[src/design/ps2mc_pkg.sv]
`timescale 1ns / 1ps
// ----------------------------------------------------------------------------
// ps2mc_pkg: shared types and constants of the PS/2 mouse packet cursor
// Queue word layout, operation codes, register indexes and reset values.
// ----------------------------------------------------------------------------
package ps2mc_pkg;

   localparam logic OP_BYTE  = 1'b0;
   localparam logic OP_CLEAR = 1'b1;

   localparam logic CSR_H_RES = 1'b0;
   localparam logic CSR_V_RES = 1'b1;

   localparam logic [15:0] H_RES_RESET      = 16'd800;
   localparam logic [15:0] V_RES_RESET      = 16'd600;
   localparam logic [15:0] CURSOR_COL_RESET = 16'd400;
   localparam logic [15:0] CURSOR_ROW_RESET = 16'd300;

   localparam int SYNC_BIT = 3;

   localparam logic [1:0] LAST_BYTE_INDEX = 2'd2;

   typedef enum logic {
      CMD_PACKET = 1'b0,
      CMD_CLEAR  = 1'b1
   } cmd_kind_type;

   typedef struct packed {
      cmd_kind_type kind;
      logic [7:0]   byte0;
      logic [7:0]   byte1;
      logic [7:0]   byte2;
   } queue_word_type;

endpackage

[src/design/ps2mc_front.sv]
`timescale 1ns / 1ps
// ----------------------------------------------------------------------------
// ps2mc_front: byte filter and packet framer
// Drops bytes without both status flags and first bytes without the sync bit,
// frames three-byte packets, queues them and clear commands for the back end.
// ----------------------------------------------------------------------------
module ps2mc_front
   import ps2mc_pkg::*;
(
   input  logic           clock,
   input  logic           reset,
   input  logic           req_valid,
   output logic           req_ready,
   input  logic           req_operation,
   input  logic           req_output_full,
   input  logic           req_from_aux,
   input  logic [7:0]     req_data_byte,
   output logic           push_valid,
   output queue_word_type push_word,
   input  logic           queue_full
);

   logic [1:0] byte_index_ff, byte_index_in;
   logic [7:0] held0_ff, held0_in;
   logic [7:0] held1_ff, held1_in;
   logic       accept;

   assign req_ready = !queue_full;
   assign accept    = req_valid && req_ready;

   always_comb begin
      byte_index_in   = byte_index_ff;
      held0_in        = held0_ff;
      held1_in        = held1_ff;
      push_valid      = 1'b0;
      push_word.kind  = CMD_PACKET;
      push_word.byte0 = held0_ff;
      push_word.byte1 = held1_ff;
      push_word.byte2 = req_data_byte;
      if (accept) begin
         if (req_operation == OP_CLEAR) begin
            byte_index_in  = '0;
            push_valid     = 1'b1;
            push_word.kind = CMD_CLEAR;
         end else if (req_output_full && req_from_aux) begin
            priority if (byte_index_ff == 2'd0 && !req_data_byte[SYNC_BIT]) begin
               byte_index_in = byte_index_ff;
            end else if (byte_index_ff == 2'd0) begin
               held0_in      = req_data_byte;
               byte_index_in = 2'd1;
            end else if (byte_index_ff != LAST_BYTE_INDEX) begin
               held1_in      = req_data_byte;
               byte_index_in = LAST_BYTE_INDEX;
            end else begin
               byte_index_in = '0;
               push_valid    = 1'b1;
            end
         end
      end
   end

   always_ff @(posedge clock) begin
      if (reset) begin
         byte_index_ff <= '0;
      end else begin
         byte_index_ff <= byte_index_in;
      end
      held0_ff <= held0_in;
      held1_ff <= held1_in;
   end

endmodule

[src/design/ps2mc_queue.sv]
`timescale 1ns / 1ps
// ----------------------------------------------------------------------------
// ps2mc_queue: two-entry queue between framer and cursor unit
// Lets the framer keep taking bytes while a result waits downstream.
// ----------------------------------------------------------------------------
module ps2mc_queue
   import ps2mc_pkg::*;
(
   input  logic           clock,
   input  logic           reset,
   input  logic           push_valid,
   input  queue_word_type push_word,
   output logic           queue_full,
   output logic           pop_avail,
   input  logic           pop,
   output queue_word_type pop_word
);

   queue_word_type entry_ff [2];
   logic           wr_ptr_ff, wr_ptr_in;
   logic           rd_ptr_ff, rd_ptr_in;
   logic [1:0]     count_ff, count_in;
   logic           do_pop;

   assign queue_full = (count_ff == 2'd2);
   assign pop_avail  = (count_ff != 2'd0);
   assign do_pop     = pop && pop_avail;
   assign pop_word   = entry_ff[rd_ptr_ff];

   always_comb begin
      wr_ptr_in = push_valid ? !wr_ptr_ff : wr_ptr_ff;
      rd_ptr_in = do_pop ? !rd_ptr_ff : rd_ptr_ff;
      count_in  = count_ff + {1'b0, push_valid} - {1'b0, do_pop};
   end

   always_ff @(posedge clock) begin
      if (reset) begin
         wr_ptr_ff <= 1'b0;
         rd_ptr_ff <= 1'b0;
         count_ff  <= '0;
      end else begin
         wr_ptr_ff <= wr_ptr_in;
         rd_ptr_ff <= rd_ptr_in;
         count_ff  <= count_in;
      end
      if (push_valid) begin
         entry_ff[wr_ptr_ff] <= push_word;
      end
   end

endmodule

[src/design/ps2mc_back.sv]
`timescale 1ns / 1ps
// ----------------------------------------------------------------------------
// ps2mc_back: cursor unit and result register
// Decodes queued packets, moves and clamps the cursor, counts packets and
// holds the result word until it is taken.
// ----------------------------------------------------------------------------
module ps2mc_back
   import ps2mc_pkg::*;
(
   input  logic              clock,
   input  logic              reset,
   input  logic              csr_write_enable,
   input  logic              csr_index,
   input  logic [15:0]       csr_write_data,
   input  logic              pop_avail,
   output logic              pop,
   input  queue_word_type    pop_word,
   output logic              rsp_valid,
   input  logic              rsp_ready,
   output logic              rsp_left_button,
   output logic              rsp_right_button,
   output logic              rsp_middle_button,
   output logic              rsp_x_overflow,
   output logic              rsp_y_overflow,
   output logic signed [8:0] rsp_delta_x,
   output logic signed [8:0] rsp_delta_y,
   output logic              rsp_moved,
   output logic [15:0]       rsp_cursor_x,
   output logic [15:0]       rsp_cursor_y,
   output logic [31:0]       rsp_packet_count
);

   logic [15:0] width_ff, height_ff;
   logic [15:0] col_ff, col_in;
   logic [15:0] row_ff, row_in;
   logic [31:0] count_ff, count_in;
   logic        valid_ff, valid_in;
   logic [7:0]  b0_ff;
   logic [8:0]  dx_ff, dy_ff;
   logic        moved_ff;

   logic [8:0]  dx, dy;
   logic [17:0] sum_x, sum_y;
   logic [15:0] lim_x, lim_y;
   logic [15:0] next_col, next_row;
   logic        take_packet;

   assign pop         = pop_avail && (!valid_ff || rsp_ready);
   assign take_packet = pop && (pop_word.kind == CMD_PACKET);

   assign dx    = {pop_word.byte0[4], pop_word.byte1};
   assign dy    = {pop_word.byte0[5], pop_word.byte2};
   assign sum_x = {2'b00, col_ff} + {{9{dx[8]}}, dx};
   assign sum_y = {2'b00, row_ff} - {{9{dy[8]}}, dy};
   assign lim_x = (width_ff == 16'd0) ? 16'd0 : width_ff - 16'd1;
   assign lim_y = (height_ff == 16'd0) ? 16'd0 : height_ff - 16'd1;

   always_comb begin
      priority if (sum_x[17]) begin
         next_col = 16'd0;
      end else if (sum_x[16:0] > {1'b0, lim_x}) begin
         next_col = lim_x;
      end else begin
         next_col = sum_x[15:0];
      end
      priority if (sum_y[17]) begin
         next_row = 16'd0;
      end else if (sum_y[16:0] > {1'b0, lim_y}) begin
         next_row = lim_y;
      end else begin
         next_row = sum_y[15:0];
      end
   end

   always_comb begin
      col_in   = col_ff;
      row_in   = row_ff;
      count_in = count_ff;
      valid_in = rsp_ready ? 1'b0 : valid_ff;
      if (pop) begin
         unique case (pop_word.kind)
            CMD_CLEAR: begin
               count_in = '0;
            end
            CMD_PACKET: begin
               col_in   = next_col;
               row_in   = next_row;
               count_in = count_ff + 32'd1;
               valid_in = 1'b1;
            end
            default: begin
               count_in = count_ff;
            end
         endcase
      end
   end

   always_ff @(posedge clock) begin
      if (reset) begin
         width_ff  <= H_RES_RESET;
         height_ff <= V_RES_RESET;
         col_ff    <= CURSOR_COL_RESET;
         row_ff    <= CURSOR_ROW_RESET;
         count_ff  <= '0;
         valid_ff  <= 1'b0;
      end else begin
         if (csr_write_enable && csr_index == CSR_H_RES) begin
            width_ff <= csr_write_data;
         end
         if (csr_write_enable && csr_index == CSR_V_RES) begin
            height_ff <= csr_write_data;
         end
         col_ff   <= col_in;
         row_ff   <= row_in;
         count_ff <= count_in;
         valid_ff <= valid_in;
      end
      if (take_packet) begin
         b0_ff    <= pop_word.byte0;
         dx_ff    <= dx;
         dy_ff    <= dy;
         moved_ff <= (dx != 9'd0) || (dy != 9'd0);
      end
   end

   assign rsp_valid         = valid_ff;
   assign rsp_left_button   = b0_ff[0];
   assign rsp_right_button  = b0_ff[1];
   assign rsp_middle_button = b0_ff[2];
   assign rsp_x_overflow    = b0_ff[6];
   assign rsp_y_overflow    = b0_ff[7];
   assign rsp_delta_x       = $signed(dx_ff);
   assign rsp_delta_y       = $signed(dy_ff);
   assign rsp_moved         = moved_ff;
   assign rsp_cursor_x      = col_ff;
   assign rsp_cursor_y      = row_ff;
   assign rsp_packet_count  = count_ff;

endmodule

[src/design/ps2_mouse_packet_cursor.sv]
`timescale 1ns / 1ps
// ----------------------------------------------------------------------------
// ps2_mouse_packet_cursor: PS/2 mouse packet decoder with clamped cursor
// A packet is written into the queue when its last byte is accepted and is then
// moved by the cursor update into the result register once that register is free.
// Throughput: one word per cycle on both channels, set by the framer and the
// cursor update, while the result is taken; the two-entry queue absorbs stalls.
// Reset: byte index and packet count clear, cursor returns to 400, 300 and
// the resolution to 800 by 600; the held bytes are not cleared.
// ----------------------------------------------------------------------------
module ps2_mouse_packet_cursor
   import ps2mc_pkg::*;
(
   input  logic              clock,
   input  logic              reset,
   input  logic              csr_write_enable,
   input  logic              csr_index,
   input  logic [15:0]       csr_write_data,
   input  logic              req_valid,
   output logic              req_ready,
   input  logic              req_operation,
   input  logic              req_output_full,
   input  logic              req_from_aux,
   input  logic [7:0]        req_data_byte,
   output logic              rsp_valid,
   input  logic              rsp_ready,
   output logic              rsp_left_button,
   output logic              rsp_right_button,
   output logic              rsp_middle_button,
   output logic              rsp_x_overflow,
   output logic              rsp_y_overflow,
   output logic signed [8:0] rsp_delta_x,
   output logic signed [8:0] rsp_delta_y,
   output logic              rsp_moved,
   output logic [15:0]       rsp_cursor_x,
   output logic [15:0]       rsp_cursor_y,
   output logic [31:0]       rsp_packet_count
);

   logic           push_valid;
   queue_word_type push_word;
   logic           queue_full;
   logic           pop_avail;
   logic           pop;
   queue_word_type pop_word;

   ps2mc_front u_front (
      .clock           (clock),
      .reset           (reset),
      .req_valid       (req_valid),
      .req_ready       (req_ready),
      .req_operation   (req_operation),
      .req_output_full (req_output_full),
      .req_from_aux    (req_from_aux),
      .req_data_byte   (req_data_byte),
      .push_valid      (push_valid),
      .push_word       (push_word),
      .queue_full      (queue_full)
   );

   ps2mc_queue u_queue (
      .clock      (clock),
      .reset      (reset),
      .push_valid (push_valid),
      .push_word  (push_word),
      .queue_full (queue_full),
      .pop_avail  (pop_avail),
      .pop        (pop),
      .pop_word   (pop_word)
   );

   ps2mc_back u_back (
      .clock             (clock),
      .reset             (reset),
      .csr_write_enable  (csr_write_enable),
      .csr_index         (csr_index),
      .csr_write_data    (csr_write_data),
      .pop_avail         (pop_avail),
      .pop               (pop),
      .pop_word          (pop_word),
      .rsp_valid         (rsp_valid),
      .rsp_ready         (rsp_ready),
      .rsp_left_button   (rsp_left_button),
      .rsp_right_button  (rsp_right_button),
      .rsp_middle_button (rsp_middle_button),
      .rsp_x_overflow    (rsp_x_overflow),
      .rsp_y_overflow    (rsp_y_overflow),
      .rsp_delta_x       (rsp_delta_x),
      .rsp_delta_y       (rsp_delta_y),
      .rsp_moved         (rsp_moved),
      .rsp_cursor_x      (rsp_cursor_x),
      .rsp_cursor_y      (rsp_cursor_y),
      .rsp_packet_count  (rsp_packet_count)
   );

endmodule
[config.mk]
export PLATFORM = sky130hd
export DESIGN_NAME = ps2_mouse_packet_cursor
export DESIGN_NICKNAME = d
export VERILOG_FILES = /design/src/design/ps2mc_pkg.sv /design/src/design/ps2mc_front.sv /design/src/design/ps2mc_queue.sv /design/src/design/ps2mc_back.sv /design/src/design/ps2_mouse_packet_cursor.sv
export SDC_FILE = /design/constraint.sdc
export NUM_CORES = 1
export LEC_CHECK = 0
export BUFFER_PORTS_ARGS = -buffer_cell sky130_fd_sc_hd__buf_2
export CAP_MARGIN = 5
export CORE_MARGIN = 2
export CORE_UTILIZATION = 40
export DETAILED_ROUTE_END_ITERATION = 12
export SLEW_MARGIN = 10
export SYNTH_ARGS = -nofsm -noshare
export SYNTH_HDL_FRONTEND = slang
export SYNTH_SLANG_ARGS = --single-unit
[constraint.sdc]
create_clock -name clock -period 8.6 [get_ports clock]
set_clock_uncertainty 0.15 [all_clocks]
set_input_delay 1.29 -clock clock [delete_from_list [all_inputs] [get_ports clock]]
set_output_delay 1.29 -clock clock [all_outputs]
set_load 0.005 [all_outputs]
# [Word-level counts from Yosys, hierarchy flattened]
# Memories as Yosys holds them, arrays and structs flattened. A register that Yosys moved wholly into a read port is not among the register bits.
# Cells that the tools add are included.
[classes] n_addsub=7 order_cmp=2 n_eq_ne=3 muxes=27 bitwise=5 n_reduce_logical=26
[op_table] op="16-bit 2-to-1 mux" count=6
[op_table] op="32-bit case mux with 2 select lines" count=1
[op_table] op="17-bit by 16-bit > comparator with 1-bit output" count=2
[op_table] op="32-bit by 1-bit adder with 32-bit output, second input constant" count=1
[op_table] op="16-bit zero test" count=2
[op_table] op="16-bit by 1-bit subtractor with 16-bit output, second input constant" count=2
[op_table] op="17-bit by 9-bit adder with 18-bit output" count=1
[op_table] op="9-bit nonzero test" count=2
[op_table] op="17-bit by 9-bit subtractor with 18-bit output" count=1
[op_table] op="1-bit 2-to-1 mux" count=15
[op_table] op="2-bit 2-to-1 mux" count=5
[op_table] op="1-bit logical AND" count=8
[op_table] op="6-bit AND reduction" count=1
[op_table] op="1-bit zero test" count=5
[op_table] op="1-bit NOT" count=5
[op_table] op="5-bit AND reduction" count=1
[op_table] op="2-bit != test, second input constant" count=2
[op_table] op="2-bit nonzero test" count=2
[op_table] op="3-bit AND reduction" count=1
[op_table] op="2-bit by 1-bit adder with 2-bit output" count=1
[op_table] op="2-bit == test, second input constant" count=1
[op_table] op="2-bit zero test" count=1
[op_table] op="1-bit logical OR" count=2
[op_table] op="2-bit AND reduction" count=1
[op_table] op="2-bit by 1-bit subtractor with 2-bit output" count=1
[totals] register_bits=146 ramBits=50 in_bits=33 word_cells=87 n_memories=1
[memory_table] name="u_queue.entry_ff" words=2 width=25 read_ports=1 rd_ports_with_merged_regs=1 wr=1 line="ps2mc_queue.sv:19" rtl="queue_word_type entry_ff [2];"

# [Logic depth before layout (Yosys ltp)]
[logic_depth] depth_word=9 ltp_mapped=22 mapped_depth_nobuf=19

# [Modules after synthesis]
# From an unflattened synthesis, not the netlist that was laid out.
[unflattened] cells_unflattened=1107 hier_area_um2=10665.2
[modules_own_cells] module="ps2mc_back" instances=1 cells_each=963 area_per_inst_um2=7923.8 seq_area_each_um2=2662.6
[modules_own_cells] module="ps2mc_queue" instances=1 cells_each=101 area_per_inst_um2=2063.2 seq_area_each_um2=1601.5
[modules_own_cells] module="ps2mc_front" instances=1 cells_each=43 area_per_inst_um2=678.2 seq_area_each_um2=520.5

# [Worst setup path after synthesis]
# OpenSTA, ideal clock, no wires.
[synth_path] path_kind="reg2reg" startpoint="register (tool-made name)" endpoint="register u_back.col_ff[4], in the netlist u_back.rsp_cursor_x[4]" t_arrival_ns=5.181 required_time_ns=8.328 setup_slack_ns=3.147 stages_incl_launch_ff=21 cell_sequence="dfxtp_1 clkbuf_1 buf_1 buf_1 mux2_2 fa_1 a211oi_2 o21ai_1 a21oi_2 o21bai_1 a21oi_1 xnor2_1 ha_1 a21o_1 a21o_1 a2111oi_2 a31oi_1 nor2_1 mux2i_4 mux2_4 a221o_1"
[synth_rtl] element="end signal: assignment" line="ps2mc_back.sv:113" rtl="col_ff <= col_in;"
[synth_rtl] element="end: declaration" line="ps2mc_back.sv:34" rtl="logic [15:0] col_ff, col_in;"

==> results_dict.tcl <==
set metrics [dict create \
    drt-met1-wl_mm 12.06 \
    yosys_warnings 0 \
    worstHoldStart "u_front.held0_ff[6]" \
    synth_cell_types 68 \
    crit_slowest_cell "sky130_fd_sc_hd__dfxtp_1" \
    dr.first_iter.drc_count 483 \
    regToRegEndpoint "u_back.rsp_cursor_x[4]" \
    cts.reportedPaths.clkPinSlew_ns 0.08 \
    worstSetupStartpointType "flop" \
    synth.avg_cell_area_um2 9.522 \
    finalSetupViolations 0 \
    design.core.area_mm2 0.02591 \
    number_of_synthesized_register_bits 191 \
    number_of_global_route_vias_before_repair 7919 \
    holdPathEnd "u_queue.entry_ff[1][22]" \
    critical_path_capture_point_type "flop" \
    cts_num_sinks 191 \
    cts_post_setup_buffers_inserted 0 \
    criticalPathCategory "reg -> reg" \
    ctsRootBufferMaster "sky130_fd_sc_hd__clkbuf_16" \
    postSynth.asyncResetShare 0 \
    ys_seq_area_frac 0.4482 \
    rsz_0062_raised_after_global_routing "no" \
    drt-total-wl_mm 25.58 \
    die-width_um 165.8 \
    synth.net_count 1208 \
    synth-main-ff-cell "sky130_fd_sc_hd__dfxtp_1" \
    starting_utilization_of_the_core_area 0.4042 \
    gp_routability_congestion 0.8557 \
    routed_vias 8135 \
    highest-signal-layer "met4" \
    via_per_inst 5.215 \
    worstPathCellList "buf_4 > mux2_2 > ha_1 > fa_1 > a211oi_2 > o21ai_1 > a21oi_2 > o21bai_1 > a21oi_1 > xnor2_1 > ha_1 > nand4_1 > nor3_1 > o31ai_1 > a31oi_1 > nor2_1 > mux2i_4 > mux2_4 > a221o_1" \
    grt_use_total 0.1876 \
    placement_rows 59 \
    outcome "finished, final reports clean" \
    post_layout_nonfiller_instances 1560 \
    maximum_number_of_pins_on_one_net_before_global_route_repair 72 \
    period_share 0.7146 \
    irDropWorstVdd_mv 0.1193 \
    fmaxAchievable_mhz 162.7 \
    globalRouteOverflowTotal 0 \
    hpwlAfterDp_mm 19.18 \
    cells_after_synthesis 1100 \
    worst-r2r-setup-slack_ns 2.45 \
    grt_antenna_before_repair 0 \
    met2_wirelength_mm 11.84 \
    max-clock-path-buffers 2 \
    antenna_left 0 \
    ff2ff_path_depth 19 \
    htree_num_levels 4 \
    edff_count_synth 87 \
    number_of_hold_buffers_added_after_cts 0 \
    drv.max_cap_violation_count 0 \
    tritoncts "yes" \
    floorplan.die_area_mm2 0.02749 \
    met3_length_mm 1.337 \
    most_common_cell_on_crit_path "sky130_fd_sc_hd__ha_1" \
    global_route_wire_length_before_repair_mm 41.66 \
    worst_relative_slew_slack 0.3409 \
    tns_ns 0 \
    hold_viol_final 0 \
    dr.pass1.iters 4 \
    reported_leakage_power_nw 4.954 \
    cts-buffers-inserted 17 \
    worstMarginPinSlew_ns 0.9867 \
    detail_route.drc_violations 0 \
    final_net_count 1320 \
    post_cts_resized 0 \
    design.portCount 123 \
    finalMaxSlewViolations 0 \
    worst_ep_required_ns 8.78 \
    routed_wire_length_per_instance_um 16.40 \
    timing.final.crit_period_ns 6.145 \
    powerDensity_mw_per_mm2 266.0 \
    diode_count 0 \
    area_growth_syn_to_layout_pct 15.11 \
    min_path_cells 0 \
    worst-path-max-fanout 18 \
    dieHeight_um 165.8 \
    clk-insertion-delay-late_ns 0.44 \
    stdcell_area_mm2 0.01206 \
    hold_wc_path_type "reg -> reg" \
    final_layout_size_suffix_gt1_frac 0.1641 \
    io_buffers 122 \
    multiInputGateArea_mm2 0.005363 \
    ff_latch_area_mm2 0.004695 \
    synth_area_mm2 0.01047 \
    fillCellCount 2508 \
    dp_cell_count 1528 \
    placement.cell_area_mm2 0.01142 \
    data_arrival_time_of_the_critical_path_ns 6.33 \
    critical-path-max-stage-delay_ns 0.80 \
]
## cells in the mapped netlist, drive strengths merged (7+ instances only)
cell    number  area share
nand2      130       0.047
dfxtp      104        0.20
nor2        94       0.034
edfxtp      87        0.25
a21oi       80       0.040
ha          73       0.087
inv         71       0.025
o21ai       54       0.026
xnor2       47       0.039
mux2i       34       0.034
nand3       28       0.013
clkbuf      25      0.0090
nor3        24       0.012
mux2        21       0.023
xor2        21       0.018
and3        16      0.0096
nand2b      13      0.0078
and2        12      0.0072
buf         12      0.0057
nand3b      12      0.0086
nand4       12      0.0072
a21o        11      0.0079
nor4        11      0.0066
nor2b        9      0.0054
or3          9      0.0054
o21bai       8      0.0057
a221o        7      0.0067
a22oi        7      0.0050
a31oi        7      0.0042
o21a         7      0.0050
## worst max-delay path: cells and delay by family, from the launching register on
| kind | cells | cell delay, ns |
|---|---|---|
| DFF | 1 | 0.80 |
| xor gates and xnor gates | 1 | 0.12 |
| and+or+nand+nor | 3 | 0.55 |
| buffers and inverters | 1 | 0.34 |
| muxes | 3 | 1.41 |
| adders and majority gates | 3 | 0.97 |
| AOI/OAI and AO/OA | 8 | 1.67 |
## cell type report
class                      count  area share
clock buffer                  17     0.03528
timing repair buffer         130     0.05562
tap                          335     0.03477
sequential                   191      0.3894
clock inverter                15     0.01775
multi-input combinational    800      0.4448
inverter                      72     0.02242
## report_power, final
part	total, mW	internal [mW]	switching, mW
registers	1.11	1.05	0.0684
logic	1.24	0.514	0.723
clock network	0.856	0.453	0.403
## stage by stage
stage | power, mW | setup slack (ns) | utilization | hold WS (ns)
2_1_floorplan | 2.028 | 3.147 | - | 0.2715
3_3_place_gp | 2.370 | 2.588 | 0.4406 | 0.2715
3_5_place_dp | 2.374 | 2.460 | 0.4406 | 0.2790
4_1_cts | 3.234 | 2.448 | 0.4653 | 0.3033
5_1_grt | 3.427 | 2.045 | 0.4653 | 0.3103
6_report | 3.208 | 2.455 | 0.4653 | 0.2990
## placed cells by master (no fill, tap or decap), types with 6 or more instances in the layout
cell / instances
sky130_fd_sc_hd__mux2_2: 18
sky130_fd_sc_hd__dfxtp_1: 104
sky130_fd_sc_hd__clkbuf_16: 17
sky130_fd_sc_hd__nor3_1: 22
sky130_fd_sc_hd__a22oi_1: 7
sky130_fd_sc_hd__o21a_1: 7
sky130_fd_sc_hd__buf_4: 8
sky130_fd_sc_hd__nor2b_1: 9
sky130_fd_sc_hd__and3_1: 16
sky130_fd_sc_hd__nand2_1: 130
sky130_fd_sc_hd__nand3_1: 28
sky130_fd_sc_hd__nor4_1: 11
sky130_fd_sc_hd__xnor2_1: 47
sky130_fd_sc_hd__a21oi_1: 77
sky130_fd_sc_hd__o21bai_1: 8
sky130_fd_sc_hd__buf_2: 122
sky130_fd_sc_hd__a31oi_1: 7
sky130_fd_sc_hd__nand3b_1: 12
sky130_fd_sc_hd__inv_1: 71
sky130_fd_sc_hd__ha_1: 73
sky130_fd_sc_hd__o21ai_1: 12
sky130_fd_sc_hd__and2_1: 12
sky130_fd_sc_hd__or3_1: 9
sky130_fd_sc_hd__nand4_1: 12
sky130_fd_sc_hd__edfxtp_1: 87
sky130_fd_sc_hd__a221o_1: 7
sky130_fd_sc_hd__nor2_1: 90
sky130_fd_sc_hd__nand2b_1: 13
sky130_fd_sc_hd__o211ai_1: 6
sky130_fd_sc_hd__a21o_1: 11
sky130_fd_sc_hd__mux2i_1: 33
sky130_fd_sc_hd__o21ai_0: 42
sky130_fd_sc_hd__xor2_1: 21
## registers in the layout, indices dropped and copies added (netlist names), named ones only
register,count
u_queue.wr_ptr_ff,1
u_front.byte_index_ff,2
u_back.rsp_moved,1
u_back.rsp_delta_y,8
u_back.rsp_cursor_y,16
u_back.rsp_packet_count,32
u_back.rsp_cursor_x,16
u_front.held1_ff,8
u_queue.entry_ff,48
u_back.width_ff,16
u_back.height_ff,16
u_back.rsp_delta_x,8
u_queue.rd_ptr_ff,1
u_queue.count_ff,2
u_back.rsp_valid,1
u_front.held0_ff,7
u_back.b0_ff,7
## how the worst max path moves through the flow
stage / start / end / slack [ns] / cells past startpoint
5_1_grt: flop / u_back.rsp_cursor_x[4] / 2.05 / 19
6_report: flop / u_back.rsp_cursor_x[4] / 2.45 / 19
3_5_place_dp: flop / u_back.rsp_cursor_x[4] / 2.46 / 19
2_1_floorplan: flop / u_back.rsp_cursor_x[4] / 3.15 / 20
4_1_cts: flop / u_back.rsp_cursor_x[4] / 2.45 / 19
3_3_place_gp: flop / u_back.rsp_cursor_x[4] / 2.59 / 19
## layer usage
layer  up-vias  global-route usage
li1       4123                   -
met1      3814              0.2564
met2       174              0.3027
met3        24             0.04051
met4         0             0.04953
met5         -                   0
## cell families after synthesis
group | count (synthesis) | share of synthesized area
and+or+nand+nor | 385 | 0.1751
AOI/OAI and AO/OA | 217 | 0.1313
DFF | 191 | 0.4482
buffers and inverters | 109 | 0.04050
adders and majority gates | 75 | 0.09103
xor gates and xnor gates | 68 | 0.05686
muxes | 55 | 0.05698
(Power assumes the default switching activity.)
